==> config.mk <==
export PLATFORM = sky130hd
export DESIGN_NAME = lut_linear_interp_16bit_modes_top
export DESIGN_NICKNAME = d
export VERILOG_FILES = /design/src/hdl/lli_pkg.sv /design/src/hdl/lli_div.sv /design/src/hdl/lli_datapath.sv /design/src/hdl/lli_ctrl.sv /design/src/hdl/lut_linear_interp_16bit_modes_top.sv
export VERILOG_INCLUDE_DIRS = /design/src /design/src/hdl
export SDC_FILE = /design/constraint.sdc
export NUM_CORES = 2
export LEC_CHECK = 0
export ABC_AREA = 1
export BUFFER_PORTS_ARGS = -buffer_cell sky130_fd_sc_hd__buf_4
export CAP_MARGIN = 25
export CORE_MARGIN = 2
export CORE_UTILIZATION = 55
export DETAILED_ROUTE_END_ITERATION = 10
export MAX_ROUTING_LAYER = met4
export PLACE_DENSITY_LB_ADDON = 0.2
export SYNTH_ARGS = -nofsm -noshare
export SYNTH_HDL_FRONTEND = slang
export SYNTH_HIERARCHICAL = 1
export SYNTH_SLANG_ARGS = --single-unit
==> constraint.sdc <==
create_clock -name clock -period 7.8 [get_ports clock]
set_input_delay 1.56 -clock clock [delete_from_list [all_inputs] [get_ports clock]]
set_output_delay 1.56 -clock clock [all_outputs]
set_load 0.02 [all_outputs]
==> src/hdl/lut_linear_interp_16bit_modes_top_macros.svh <==
// Assertion macros for the interpolation lookup block
`ifndef LUT_LINEAR_INTERP_16BIT_MODES_TOP_MACROS_SVH
`define LUT_LINEAR_INTERP_16BIT_MODES_TOP_MACROS_SVH

// same-cycle implication
`define LLI_ASSERT_IMPL(label, clk, rst, ante, cons) \
   label: assert property (@(posedge clk) disable iff (rst) (ante) |-> (cons)) \
      else $error("lli: same-cycle check failed");

// next-cycle implication
`define LLI_ASSERT_NEXT(label, clk, rst, ante, cons) \
   label: assert property (@(posedge clk) disable iff (rst) (ante) |=> (cons)) \
      else $error("lli: next-cycle check failed");

`endif

==> src/hdl/lli_pkg.sv <==
// Shared types, constants and command/status bundles for the interpolation lookup
package lli_pkg;

   localparam int MAX_POINTS_DEF = 16;

   localparam int DATA_W  = 16;
   localparam int COUNT_W = 5;
   localparam int INDEX_W = 4;
   localparam int MODE_W  = 2;

   // request tdata layout, lowest bit first
   localparam int IDX_LSB     = 0;
   localparam int PX_LSB      = IDX_LSB + INDEX_W;
   localparam int PY_LSB      = PX_LSB + DATA_W;
   localparam int QX_LSB      = PY_LSB + DATA_W;
   localparam int MODE_LSB    = QX_LSB + DATA_W;
   localparam int REQ_USED_W  = MODE_LSB + MODE_W;
   localparam int REQ_TDATA_W = ((REQ_USED_W + 7) / 8) * 8;
   localparam int RSP_TDATA_W = DATA_W;

   // arithmetic widths
   localparam int DIFF_W = DATA_W + 1;
   localparam int PROD_W = 2 * DIFF_W;
   localparam int RES_W  = PROD_W + 1;
   localparam int DIV_NUM_W = 2 * DATA_W;
   localparam int DIV_DEN_W = DATA_W;
   localparam int DIV_CNT_W = $clog2(DIV_NUM_W);

   localparam logic signed [DATA_W-1:0] INT16_MAX = 16'sh7FFF;
   localparam logic signed [DATA_W-1:0] INT16_MIN = 16'sh8000;

   localparam logic CMD_WRITE  = 1'b0;
   localparam logic CMD_LOOKUP = 1'b1;

   localparam logic [MODE_W-1:0] MODE_EXTRAP   = 2'd0;
   localparam logic [MODE_W-1:0] MODE_POSITIVE = 2'd1;
   localparam logic [MODE_W-1:0] MODE_LIMIT    = 2'd2;
   localparam logic [MODE_W-1:0] MODE_CALIB    = 2'd3;

   typedef struct packed {
      logic signed [DATA_W-1:0] y;
      logic signed [DATA_W-1:0] x;
   } lli_point_type;

   typedef enum logic {
      RD_LAST,
      RD_PTR
   } lli_rd_sel_type;

   typedef enum logic [1:0] {
      PTR_HOLD,
      PTR_ZERO,
      PTR_ABOVE,
      PTR_INC
   } lli_ptr_op_type;

   typedef enum logic [2:0] {
      RES_ZERO,
      RES_Y0,
      RES_CAL,
      RES_Y2,
      RES_INTERP
   } lli_res_sel_type;

   typedef struct packed {
      logic            accept;
      logic            mem_wr;
      lli_rd_sel_type  rd_sel;
      lli_ptr_op_type  ptr_op;
      logic            lat_last;
      logic            lat_first;
      logic            lat_prev;
      logic            lat_cur;
      logic            seg_go;
      logic            mul_go;
      logic            div_go;
      logic            res_load;
      lli_res_sel_type res_sel;
      logic            out_load;
   } lli_cmd_type;

   typedef struct packed {
      logic in_write;
      logic n_lt2;
      logic above;
      logic hit;
      logic limit_below;
      logic cal_above;
      logic den_zero;
      logic div_done;
   } lli_status_type;

endpackage

==> src/hdl/lli_div.sv <==
// Radix-2 restoring unsigned divider, one quotient bit per cycle
module lli_div (
   input  logic                           clock,
   input  logic                           reset,
   input  logic                           start,
   input  logic [lli_pkg::DIV_NUM_W-1:0]  dividend,
   input  logic [lli_pkg::DIV_DEN_W-1:0]  divisor,
   output logic [lli_pkg::DIV_NUM_W-1:0]  quotient,
   output logic                           done
);
   import lli_pkg::*;

   logic                   busy_ff, busy_in;
   logic                   done_ff, done_in;
   logic [DIV_CNT_W-1:0]   cnt_ff, cnt_in;
   logic [DIV_DEN_W:0]     rem_ff, rem_in;
   logic [DIV_NUM_W-1:0]   quo_ff, quo_in;
   logic [DIV_DEN_W-1:0]   den_ff, den_in;
   logic [DIV_DEN_W:0]     trial;

   always_comb begin
      busy_in = busy_ff;
      done_in = 1'b0;
      cnt_in  = cnt_ff;
      rem_in  = rem_ff;
      quo_in  = quo_ff;
      den_in  = den_ff;
      trial   = {rem_ff[DIV_DEN_W-1:0], quo_ff[DIV_NUM_W-1]};
      if (start) begin
         busy_in = 1'b1;
         cnt_in  = '0;
         rem_in  = '0;
         quo_in  = dividend;
         den_in  = divisor;
      end else if (busy_ff) begin
         if (trial >= {1'b0, den_ff}) begin
            rem_in = trial - {1'b0, den_ff};
            quo_in = {quo_ff[DIV_NUM_W-2:0], 1'b1};
         end else begin
            rem_in = trial;
            quo_in = {quo_ff[DIV_NUM_W-2:0], 1'b0};
         end
         cnt_in = cnt_ff + DIV_CNT_W'(1);
         if (cnt_ff == DIV_CNT_W'(DIV_NUM_W - 1)) begin
            busy_in = 1'b0;
            done_in = 1'b1;
         end
      end
   end

   always_ff @(posedge clock) begin
      if (reset) begin
         busy_ff <= 1'b0;
         done_ff <= 1'b0;
         cnt_ff  <= '0;
      end else begin
         busy_ff <= busy_in;
         done_ff <= done_in;
         cnt_ff  <= cnt_in;
      end
   end

   always_ff @(posedge clock) begin
      rem_ff <= rem_in;
      quo_ff <= quo_in;
      den_ff <= den_in;
   end

   assign quotient = quo_ff;
   assign done     = done_ff;

endmodule

==> src/hdl/lli_datapath.sv <==
// Point memory, segment registers, slope multiply, divide and result saturation
module lli_datapath #(
   parameter int MAX_POINTS = lli_pkg::MAX_POINTS_DEF
) (
   input  logic                             clock,
   input  logic                             reset,
   input  logic [lli_pkg::REQ_TDATA_W-1:0]  req_tdata,
   input  logic                             req_tuser,
   input  logic                             csr_we,
   input  logic [lli_pkg::COUNT_W-1:0]      csr_data,
   input  lli_pkg::lli_cmd_type             cmd,
   output lli_pkg::lli_status_type          status,
   output logic [lli_pkg::RSP_TDATA_W-1:0]  rsp_tdata
);
   import lli_pkg::*;

   localparam int ADDR_W  = (MAX_POINTS > 2) ? $clog2(MAX_POINTS) : 1;
   localparam int LIM_W   = $clog2(MAX_POINTS + 1);
   localparam int CMP_W   = (LIM_W > COUNT_W) ? LIM_W : COUNT_W;

   // request fields
   logic [INDEX_W-1:0]       in_index;
   logic signed [DATA_W-1:0] in_px;
   logic signed [DATA_W-1:0] in_py;
   logic signed [DATA_W-1:0] in_qx;
   logic [MODE_W-1:0]        in_mode;

   assign in_index = req_tdata[IDX_LSB +: INDEX_W];
   assign in_px    = req_tdata[PX_LSB +: DATA_W];
   assign in_py    = req_tdata[PY_LSB +: DATA_W];
   assign in_qx    = req_tdata[QX_LSB +: DATA_W];
   assign in_mode  = req_tdata[MODE_LSB +: MODE_W];

   // control registers
   logic [COUNT_W-1:0] point_count_ff;
   logic [ADDR_W-1:0]  ptr_ff, ptr_in;
   logic               above_ff;

   // payload registers
   logic signed [DATA_W-1:0] q_ff;
   logic [MODE_W-1:0]        mode_ff;
   lli_point_type            rd_ff;
   lli_point_type            cur_ff, prev_ff;
   logic signed [DATA_W-1:0] x0_ff, y0_ff;
   logic signed [DIFF_W-1:0] dx_ff, dx_in;
   logic signed [DIFF_W-1:0] dy_ff, dy_in;
   logic signed [DIFF_W-1:0] den_ff, den_in;
   logic signed [DATA_W-1:0] y2_ff, y2_in;
   logic signed [PROD_W-1:0] prod_ff, prod_in;
   logic                     neg_ff;
   logic [DATA_W-1:0]        res_ff, res_in;
   logic [RSP_TDATA_W-1:0]   out_ff;

   lli_point_type point_mem [MAX_POINTS];

   // point count limited to the table depth
   logic [CMP_W-1:0]  count_ext;
   logic [CMP_W-1:0]  n_pts;
   logic [ADDR_W-1:0] last_addr;
   logic [ADDR_W-1:0] above_addr;
   logic [ADDR_W-1:0] rd_addr;
   logic [ADDR_W-1:0] wr_addr;
   logic              idx_ok;
   logic              mem_we;
   lli_point_type     wr_point;

   assign count_ext  = CMP_W'(point_count_ff);
   assign n_pts      = (count_ext > CMP_W'(MAX_POINTS)) ? CMP_W'(MAX_POINTS) : count_ext;
   assign last_addr  = ADDR_W'(n_pts - CMP_W'(1));
   assign above_addr = ADDR_W'(n_pts - CMP_W'(2));
   assign rd_addr    = (cmd.rd_sel == RD_LAST) ? last_addr : ptr_ff;
   assign wr_addr    = ADDR_W'(in_index);
   assign idx_ok     = CMP_W'(in_index) < CMP_W'(MAX_POINTS);
   assign mem_we     = cmd.mem_wr && idx_ok;
   assign wr_point.x = in_px;
   assign wr_point.y = in_py;

   always_ff @(posedge clock) begin
      if (mem_we) begin
         point_mem[wr_addr] <= wr_point;
      end
      rd_ff <= point_mem[rd_addr];
   end

   // divider
   logic [DIV_NUM_W-1:0] div_num;
   logic [DIV_DEN_W-1:0] div_den;
   logic [DIV_NUM_W-1:0] div_quo;
   logic                 div_done;
   logic signed [PROD_W-1:0] prod_neg;
   logic signed [DIFF_W-1:0] den_neg;

   assign prod_neg = -prod_ff;
   assign den_neg  = -den_ff;
   assign div_num  = prod_ff[PROD_W-1] ? DIV_NUM_W'(prod_neg) : DIV_NUM_W'(prod_ff);
   assign div_den  = den_ff[DIFF_W-1] ? DIV_DEN_W'(den_neg) : DIV_DEN_W'(den_ff);

   lli_div u_div (
      .clock    (clock),
      .reset    (reset),
      .start    (cmd.div_go),
      .dividend (div_num),
      .divisor  (div_den),
      .quotient (div_quo),
      .done     (div_done)
   );

   // ptr
   always_comb begin
      case (cmd.ptr_op)
         PTR_HOLD:  ptr_in = ptr_ff;
         PTR_ZERO:  ptr_in = '0;
         PTR_ABOVE: ptr_in = above_addr;
         PTR_INC:   ptr_in = ptr_ff + ADDR_W'(1);
         default:   ptr_in = ptr_ff;
      endcase
   end

   // segment setup
   logic                     below_first;
   logic signed [DATA_W-1:0] xr;

   assign below_first = !above_ff && (q_ff < x0_ff);

   always_comb begin
      xr     = below_first ? x0_ff : cur_ff.x;
      y2_in  = below_first ? y0_ff : cur_ff.y;
      dx_in  = DIFF_W'(xr) - DIFF_W'(q_ff);
      dy_in  = DIFF_W'(cur_ff.y) - DIFF_W'(prev_ff.y);
      den_in = DIFF_W'(cur_ff.x) - DIFF_W'(prev_ff.x);
      prod_in = PROD_W'(dx_ff) * PROD_W'(dy_ff);
   end

   // result select and saturation
   logic signed [RES_W-1:0] quo_s;
   logic signed [RES_W-1:0] wide;
   logic [DATA_W-1:0]       sat;
   logic                    clamp_neg;

   assign quo_s = neg_ff ? -$signed({3'b000, div_quo}) : $signed({3'b000, div_quo});
   assign clamp_neg = (mode_ff == MODE_POSITIVE) || (mode_ff == MODE_CALIB);

   always_comb begin
      case (cmd.res_sel)
         RES_ZERO:   wide = '0;
         RES_Y0:     wide = RES_W'(y0_ff);
         RES_CAL:    wide = RES_W'(q_ff) - (RES_W'(prev_ff.x) - RES_W'(prev_ff.y));
         RES_Y2:     wide = RES_W'(y2_ff);
         RES_INTERP: wide = RES_W'(y2_ff) - quo_s;
         default:    wide = '0;
      endcase
      if (wide > RES_W'(INT16_MAX)) begin
         sat = INT16_MAX;
      end else if (wide < RES_W'(INT16_MIN)) begin
         sat = INT16_MIN;
      end else begin
         sat = wide[DATA_W-1:0];
      end
      res_in = (clamp_neg && sat[DATA_W-1]) ? '0 : sat;
   end

   always_ff @(posedge clock) begin
      if (reset) begin
         point_count_ff <= '0;
         ptr_ff         <= '0;
         above_ff       <= 1'b0;
      end else begin
         if (csr_we) begin
            point_count_ff <= csr_data;
         end
         ptr_ff <= ptr_in;
         if (cmd.lat_last) begin
            above_ff <= status.above;
         end
      end
   end

   always_ff @(posedge clock) begin
      if (cmd.accept) begin
         q_ff    <= in_qx;
         mode_ff <= in_mode;
      end
      if (cmd.lat_last || cmd.lat_cur) begin
         cur_ff <= rd_ff;
      end
      if (cmd.lat_first) begin
         x0_ff   <= rd_ff.x;
         y0_ff   <= rd_ff.y;
      end
      if (cmd.lat_first || cmd.lat_prev) begin
         prev_ff <= rd_ff;
      end
      if (cmd.seg_go) begin
         dx_ff  <= dx_in;
         dy_ff  <= dy_in;
         den_ff <= den_in;
         y2_ff  <= y2_in;
      end
      if (cmd.mul_go) begin
         prod_ff <= prod_in;
      end
      if (cmd.div_go) begin
         neg_ff <= prod_ff[PROD_W-1] ^ den_ff[DIFF_W-1];
      end
      if (cmd.res_load) begin
         res_ff <= res_in;
      end
      if (cmd.out_load) begin
         out_ff <= res_ff;
      end
   end

   always_comb begin
      status.in_write    = (req_tuser == CMD_WRITE);
      status.n_lt2       = n_pts < CMP_W'(2);
      status.above       = q_ff > rd_ff.x;
      status.hit         = q_ff <= rd_ff.x;
      status.limit_below = (mode_ff == MODE_LIMIT) && (q_ff < rd_ff.x);
      status.cal_above   = above_ff && (mode_ff == MODE_CALIB);
      status.den_zero    = den_ff == '0;
      status.div_done    = div_done;
   end

   assign rsp_tdata = out_ff;

endmodule

==> src/hdl/lli_ctrl.sv <==
// Sequencer for table search, divide and result hand-off
module lli_ctrl (
   input  logic                     clock,
   input  logic                     reset,
   input  logic                     req_tvalid,
   output logic                     req_tready,
   output logic                     rsp_tvalid,
   input  logic                     rsp_tready,
   input  lli_pkg::lli_status_type  status,
   output lli_pkg::lli_cmd_type     cmd
);
   import lli_pkg::*;

   typedef enum logic [3:0] {
      ST_IDLE,
      ST_START,
      ST_CHK_LAST,
      ST_RD_PREV,
      ST_CHK_PREV,
      ST_RD_FIRST,
      ST_CHK_FIRST,
      ST_LIMIT,
      ST_RD_SCAN,
      ST_CHK_SCAN,
      ST_SEG,
      ST_MUL,
      ST_DIV_START,
      ST_DIV_WAIT,
      ST_DONE
   } state_type;

   state_type state_ff, state_in;
   logic      rsp_tvalid_ff, rsp_tvalid_in;
   logic      accept;

   assign req_tready = (state_ff == ST_IDLE);
   assign accept     = req_tvalid && req_tready;

   always_comb begin
      cmd           = '0;
      state_in      = state_ff;
      rsp_tvalid_in = rsp_tvalid_ff && !rsp_tready;
      case (state_ff)
         ST_IDLE: begin
            if (accept) begin
               cmd.accept = 1'b1;
               if (status.in_write) begin
                  cmd.mem_wr = 1'b1;
               end else begin
                  state_in = ST_START;
               end
            end
         end
         ST_START: begin
            cmd.rd_sel = RD_LAST;
            if (status.n_lt2) begin
               cmd.res_load = 1'b1;
               cmd.res_sel  = RES_ZERO;
               state_in     = ST_DONE;
            end else begin
               state_in = ST_CHK_LAST;
            end
         end
         ST_CHK_LAST: begin
            cmd.lat_last = 1'b1;
            if (status.above) begin
               cmd.ptr_op = PTR_ABOVE;
               state_in   = ST_RD_PREV;
            end else begin
               cmd.ptr_op = PTR_ZERO;
               state_in   = ST_RD_FIRST;
            end
         end
         ST_RD_PREV: begin
            cmd.rd_sel = RD_PTR;
            state_in   = ST_CHK_PREV;
         end
         ST_CHK_PREV: begin
            cmd.lat_prev = 1'b1;
            state_in     = ST_SEG;
         end
         ST_RD_FIRST: begin
            cmd.rd_sel = RD_PTR;
            state_in   = ST_CHK_FIRST;
         end
         ST_CHK_FIRST: begin
            cmd.lat_first = 1'b1;
            cmd.ptr_op    = PTR_INC;
            state_in      = status.limit_below ? ST_LIMIT : ST_RD_SCAN;
         end
         ST_LIMIT: begin
            cmd.res_load = 1'b1;
            cmd.res_sel  = RES_Y0;
            state_in     = ST_DONE;
         end
         ST_RD_SCAN: begin
            cmd.rd_sel = RD_PTR;
            state_in   = ST_CHK_SCAN;
         end
         ST_CHK_SCAN: begin
            if (status.hit) begin
               cmd.lat_cur = 1'b1;
               state_in    = ST_SEG;
            end else begin
               cmd.lat_prev = 1'b1;
               cmd.ptr_op   = PTR_INC;
               state_in     = ST_RD_SCAN;
            end
         end
         ST_SEG: begin
            cmd.seg_go = 1'b1;
            if (status.cal_above) begin
               cmd.res_load = 1'b1;
               cmd.res_sel  = RES_CAL;
               state_in     = ST_DONE;
            end else begin
               state_in = ST_MUL;
            end
         end
         ST_MUL: begin
            cmd.mul_go = 1'b1;
            state_in   = ST_DIV_START;
         end
         ST_DIV_START: begin
            if (status.den_zero) begin
               cmd.res_load = 1'b1;
               cmd.res_sel  = RES_Y2;
               state_in     = ST_DONE;
            end else begin
               cmd.div_go = 1'b1;
               state_in   = ST_DIV_WAIT;
            end
         end
         ST_DIV_WAIT: begin
            if (status.div_done) begin
               cmd.res_load = 1'b1;
               cmd.res_sel  = RES_INTERP;
               state_in     = ST_DONE;
            end
         end
         ST_DONE: begin
            if (!rsp_tvalid_ff || rsp_tready) begin
               cmd.out_load  = 1'b1;
               rsp_tvalid_in = 1'b1;
               state_in      = ST_IDLE;
            end
         end
         default: begin
            state_in = ST_IDLE;
         end
      endcase
   end

   always_ff @(posedge clock) begin
      if (reset) begin
         state_ff      <= ST_IDLE;
         rsp_tvalid_ff <= 1'b0;
      end else begin
         state_ff      <= state_in;
         rsp_tvalid_ff <= rsp_tvalid_in;
      end
   end

   assign rsp_tvalid = rsp_tvalid_ff;

endmodule

==> src/hdl/lut_linear_interp_16bit_modes_top.sv <==
// Top level of the 16-bit piecewise linear interpolation lookup table
// A write beat stores one (x, y) support point and returns nothing. A lookup beat walks the
// point memory through its single read port, reading and then checking each point visited,
// then forms the slope product and runs a 32-step radix-2 divider, one quotient bit per cycle.
// A calibration lookup above the last point, a limit-mode lookup below the first point and a
// lookup with fewer than two points skip the divider. A new beat is taken once the previous
// lookup has moved its result into the output register, even while that result still waits
// on rsp_tready.
`include "lut_linear_interp_16bit_modes_top_macros.svh"

module lut_linear_interp_16bit_modes_top #(
   parameter int MAX_POINTS = lli_pkg::MAX_POINTS_DEF
) (
   input  logic                             clock,
   input  logic                             reset,
   input  logic                             req_tvalid,
   output logic                             req_tready,
   // point_index, point_x, point_y, query_x, lut_mode, zero pad
   input  logic [lli_pkg::REQ_TDATA_W-1:0]  req_tdata,
   // command
   input  logic                             req_tuser,
   output logic                             rsp_tvalid,
   input  logic                             rsp_tready,
   // result_y
   output logic [lli_pkg::RSP_TDATA_W-1:0]  rsp_tdata,
   input  logic                             csr_valid,
   output logic                             csr_ready,
   input  logic [lli_pkg::COUNT_W-1:0]      csr_data
);
   import lli_pkg::*;

   lli_cmd_type    cmd;
   lli_status_type status;
   logic           lookup_beat;
   logic           write_beat;

   assign csr_ready = 1'b1;

   assign lookup_beat = req_tvalid && req_tready && (req_tuser == CMD_LOOKUP);
   assign write_beat  = req_tvalid && req_tready && (req_tuser == CMD_WRITE);

   lli_ctrl u_ctrl (
      .clock      (clock),
      .reset      (reset),
      .req_tvalid (req_tvalid),
      .req_tready (req_tready),
      .rsp_tvalid (rsp_tvalid),
      .rsp_tready (rsp_tready),
      .status     (status),
      .cmd        (cmd)
   );

   lli_datapath #(
      .MAX_POINTS (MAX_POINTS)
   ) u_datapath (
      .clock     (clock),
      .reset     (reset),
      .req_tdata (req_tdata),
      .req_tuser (req_tuser),
      .csr_we    (csr_valid && csr_ready),
      .csr_data  (csr_data),
      .cmd       (cmd),
      .status    (status),
      .rsp_tdata (rsp_tdata)
   );

   `LLI_ASSERT_NEXT(a_lookup_holds_off, clock, reset, lookup_beat, !req_tready)
   `LLI_ASSERT_NEXT(a_write_stays_ready, clock, reset, write_beat, req_tready)
   `LLI_ASSERT_IMPL(a_rsp_from_busy, clock, reset, $rose(rsp_tvalid), $past(!req_tready))

endmodule

### Yosys cells after proc, flatten, opt, wreduce, memory -nomap -nowiden

Memories as Yosys holds them, arrays and structs flattened. A register that Yosys moved wholly into a read port is not among the register bits.
Index checks and enable logic that the tools add are counted.
Widths: inputs -> output; s select.

* input port bits: 67
* bits in registers: 334
* memories: 1
* bits in writable memories: 512
* output and inout bits: 19
* word-level logic and storage cells: 162

Memories
* u_datapath.point_mem: words 16, width 32, read ports 1, clocked after Yosys merged registers in 1, write ports 1, line lli_datapath.sv:54 `lli_point_type point_mem [MAX_POINTS];`

* $lt $le $gt $ge: 9
* muxes and demuxes: 58
* bitwise operators: 2
* add/sub/neg operators: 14
* equality and inequality tests: 29
* $mul: 1
* reductions and logical operators: 21

Operators with widths (number)
* $pmux 35 s4: 1
* $mux 16: 6
* $mux 32: 3
* $sub 16x16->17: 4
* $pmux 4 s15: 1
* $mux 4: 11
* $gt 35x16->1 const B: 1
* $lt 35x16->1 const B: 1
* $mux 35: 1
* $neg 32->35: 1
* $sub 16x35->35: 1
* $mul 17x17->34: 1
* $lt 16x16->1: 2
* $neg 32->32: 1
* $eq 4x4->1 const B: 7
* $mux 1: 22
* $pmux 4 s5: 1
* $sub 16x17->18: 1
* $ge 17x16->1: 1
* $logic_not 17->1: 1
* $eq 4x3->1 const B: 4
* $gt 16x16->1: 1
* $le 16x16->1: 1
* $neg 16->16: 1
* 34 further kinds: 59

### Depth between registers and ports, before layout

* depth in word-level cells: 11
* mapped depth: 32
* mapped depth without buffers: 31

### Modules after synthesis

Netlist, hierarchy kept.

Modules (own cells, without submodules)
* lli_datapath: cells each 5085, seq. area each 23632.7 um^2, area an instance 50011.7 um^2, instances 1
* lli_div: cells each 514, seq. area each 1901.8 um^2, area an instance 4083.9 um^2, instances 1
* lli_ctrl: cells each 114, seq. area each 100.1 um^2, area an instance 555.5 um^2, instances 1
* lut_linear_interp_16bit_modes_top: cells each 2, seq. area each 0.0 um^2, area an instance 11.3 um^2, instances 1

### Least setup slack after synthesis

Ideal clock, no wire load.

* kind: flip-flop to flip-flop
* start point: reg u_datapath.dy_ff[7]
* end point: reg u_datapath.prod_ff[31] (data pin)
* arrival: 5.669 ns
* data required time: 7.542 ns
* slack: 1.873 ns
* cell stages (with the launch flop): 25
* clock period less this slack: 5.927 ns
* library setup time: 0.258 ns
* buffers on the path: 2
* cell sequence: edfxtp_1 -> clkbuf_1 -> clkbuf_1 -> nand2_1 -> fa_1 -> inv_1 -> fa_1 -> inv_1 -> fa_1 -> inv_1 -> fa_1 -> inv_1 -> fa_1 -> inv_1 -> fa_1 -> ha_1 -> a21oi_1 -> o221ai_1 -> a21oi_1 -> o21ai_0 -> nand2_1 -> o211ai_1 -> nand2_1 -> nand3b_1 -> xor2_1

* cells in the longest elaborated chain, start to end: 1

Ends and longest elaborated chain
* from (decl): line lli_datapath.sv:46 `logic signed [DIFF_W-1:0] dy_ff, dy_in;`
* from (signal assigned): line lli_datapath.sv:195 `dy_ff <= dy_in;`
* $mul 17x17->34: line lli_datapath.sv:131 `prod_in = PROD_W'(dx_ff) * PROD_W'(dy_ff);`
* via u_datapath.prod_in[31]: line lli_datapath.sv:49 `logic signed [PROD_W-1:0] prod_ff, prod_in;`
* to (signal assigned): line lli_datapath.sv:200 `prod_ff <= prod_in;`
* to (decl): line lli_datapath.sv:49

The timed path passes the listed nets, and every way through them passes these cells.
A chain may end at the register's enable or synchronous reset.

### Final worst setup path

* start point: reg u_datapath.dx_ff[3]
* end point: reg u_datapath.prod_ff[28] (data pin)

* cells in the longest elaborated chain, start to end: 1

Ends and longest elaborated chain
* from (decl): line lli_datapath.sv:45 `logic signed [DIFF_W-1:0] dx_ff, dx_in;`
* from (signal assigned): line lli_datapath.sv:194 `dx_ff <= dx_in;`
* $mul 17x17->34: line lli_datapath.sv:131
* via u_datapath.prod_in[28]: line lli_datapath.sv:49

The timed path passes the listed nets, and every way through them passes these cells.

==> results.cfg <==
[run_status]
status = complete, no violations

[synth]
netlist_area_mm2 = 0.0547
netlist_instances = 5715
seq_area_frac_synth_pct = 46.9
synth_edf_count = 807
syn_nets = 6340
synth_warnings = 6
ys_seq_elements = 877
async_flop_share_pct = 0
netlist-cell-type-count = 68
synth_top_flop_cell = edfxtp_1
avgSynthCellArea_um2 = 9.56

[worst_setup_path]
crit_slowest_cell = edfxtp_1
crit_path_end_kind = flip-flop
setup.worst_path.class = reg2reg
path_max_fanout = 17
cp.required_ns = 8.21
crit_buf_inv = 3
cp_top_family = adder cells
cp.arrival_ns = 7.14
cp_cell_sequence = nand2_1 > fa_1 > inv_1 > fa_1 > ha_1 > fa_1 > inv_1 > fa_1 > fa_1 > inv_1 > ha_1 > a21oi_1 > o21ai_0 > nor2_1 > o21ai_1 > a21boi_0 > o21ai_1 > a21oi_1 > o21bai_1 > nand2_1 > nand2_1 > xor2_1
critPathLaunchType = flip-flop
slowest_delay_ns = 0.89
crit_top_cell = fa_1

[clock_tree]
clockRootBuffer = clkbuf_16
clock_sinks = 877
insertion_delay_ns = 0.69
clockBufferDepth = 3
cts_resized = 0
ctsHoldBuffers = 0
path_clk_slew_ns = 0.05
cts_tree = done
cts_setup_buffers = 0
htree_num_levels = 3
cts_made_buffers = 90

[detailed_routing]
vias = 38400
wl_met2_um = 66000
ant_nets = 0
first_iter_violations = 2980
avgViaCountPerCell = 5.41
wl_per_cell_um = 18.7
highest-signal-layer = met4
drc = 0
routed_wl_um = 132000
met1_length_um = 54600
wl_met3_um = 6330
drtPass1Iterations = 5

[floorplan]
rows = 115
core_area_mm2 = 0.0984
dieArea_mm2 = 0.102
fp.dieW_um = 319
io_pins = 86
start_util_pct = 55.5
die_h_um = 319

[finish]
finalNetCount = 6357
num-fill-cells = 8251
area_delta_synth_final_pct = 9.22
post_route_cells_drive_above_1_share_pct = 7.39
layout.cells.most_common = nand2_1
final_cell_mix = nand2_1, inv_1, edfxtp_1
finalInstanceArea_mm2 = 0.0597
fin_util_pct = 60.7

[sta]
fin_crit_sh_pct = 86.4
finalWorstPathRequiredPeriod_ns = 6.74
finalClockSkew_ns = 0.0579
relSlewSlack_pct = 24.5
grt_setup_unrepaired = false
hold_viol = 0
max_freq_mhz = 148
finalSetupTns_ns = 0
setup_viol = 0
drv_slew = 0
worst_pin_slew_ns = 1.13

[flow_run]
drv_cap = 0

[pwr]
leakagePower_nw = 26.9
total_power_mw = 12.6
ir_drop_mv = 0.205
power_per_cell_area_mw_per_mm2 = 212

[placement]
gp_congestion = 0.949
io_buffers = 82
dp_hpwl_um = 92100
placed_area_mm2 = 0.0566

[worst_hold_path]
hp-class = reg2reg

[global_routing]
grt_use_total_pct = 27.2
grt_pass1_vias = 37800
grt_max_degree = 254
grt-ovfl-total = 0
antenna_found_initial = 5
grt_pass1_wl_um = 208000
[report_power, final]
group	switching (mW)	internal, mW	leakage, nW
Sequential	0.194	5.47	7.88
Clock	1.87	2.51	1.47
Combinational	1.72	0.872	17.5
[logic make-up after synthesis]
kind of cell | synth area share, %
compound gates | 8.36
xor+xnor | 2.61
fa+ha+maj | 17.1
buf+inv | 9.54
flops | 46.9
other cells | 0.00686
simple gates | 15.5
[synthesized netlist by cell type, types with 29 or more instances]
library cell	count	share of area, %
nand2_2	29	0.33
nand3_1	337	3.1
dfxtp_1	70	2.6
fa_1	317	12
or2_2	33	0.38
o21ai_0	247	2.3
xor2_1	98	1.6
a21oi_1	304	2.8
nand3b_1	37	0.51
nor2_1	226	1.6
nand2_1	1176	8.1
xnor2_1	65	1.0
nor3_1	45	0.41
clkbuf_1	179	1.2
ha_1	241	5.5
edfxtp_1	807	44
o211ai_1	131	1.8
inv_1	1138	7.8
[metal layers]
metal | GRT usage [%] | up-vias
li1 | - | 18600
met1 | 33.4 | 18600
met2 | 46.3 | 928
met3 | 3.20 | 310
met4 | 10.0 | 0
met5 | - | -
[stage by stage]
step / cells / hold slack, ns / setup slack, ns
final: 7097 / 0.417 / 1.06
after global routing: 7096 / 0.431 / 0.561
after CTS: 7092 / 0.418 / 1.06
after detailed placement: 6925 / 0.405 / 1.09
after global placement: 6924 / 0.405 / 1.17
after floorplan: 5715 / 0.400 / 1.87
[cell type report]
type | instances | area (um^2) | share of cell area (%)
clock inverters | 62 | 692 | 1.16
diodes | 3 | 7.51 | 0.0126
multi-input cells | 3472 | 24000 | 40.2
repair buffers | 132 | 1060 | 1.77
well taps | 1287 | 1610 | 2.70
flip-flops and latches | 877 | 25600 | 42.9
clock buffers | 105 | 2350 | 3.94
inverters | 1159 | 4350 | 7.29
[final timing paths]
kind | startpoint | end | slack [ns] | depth (start not counted)
hold / removal | u_datapath/res_ff[8] | u_datapath/rsp_tdata[8] | 0.42 | 0
setup reg to reg | u_datapath/dx_ff[3] | u_datapath/prod_ff[28] | 1.06 | 22
setup / recovery | u_datapath/dx_ff[3] | u_datapath/prod_ff[28] | 1.06 | 22
hold reg to reg | u_datapath/res_ff[8] | u_datapath/rsp_tdata[8] | 0.42 | 0
[state kept, by name, indices dropped and copies added, names as in the netlist, 17 cells and up]
name                       flops
u_datapath/u_div/quotient     32
u_datapath/prev_ff            32
u_datapath/prod_ff            33
u_datapath/rd_ff              32
u_datapath/cur_ff             32
u_datapath/dy_ff              17
u_datapath/dx_ff              17
u_datapath/den_ff             17
u_datapath/point_mem         512
Power figures use the tool's default switching activity.
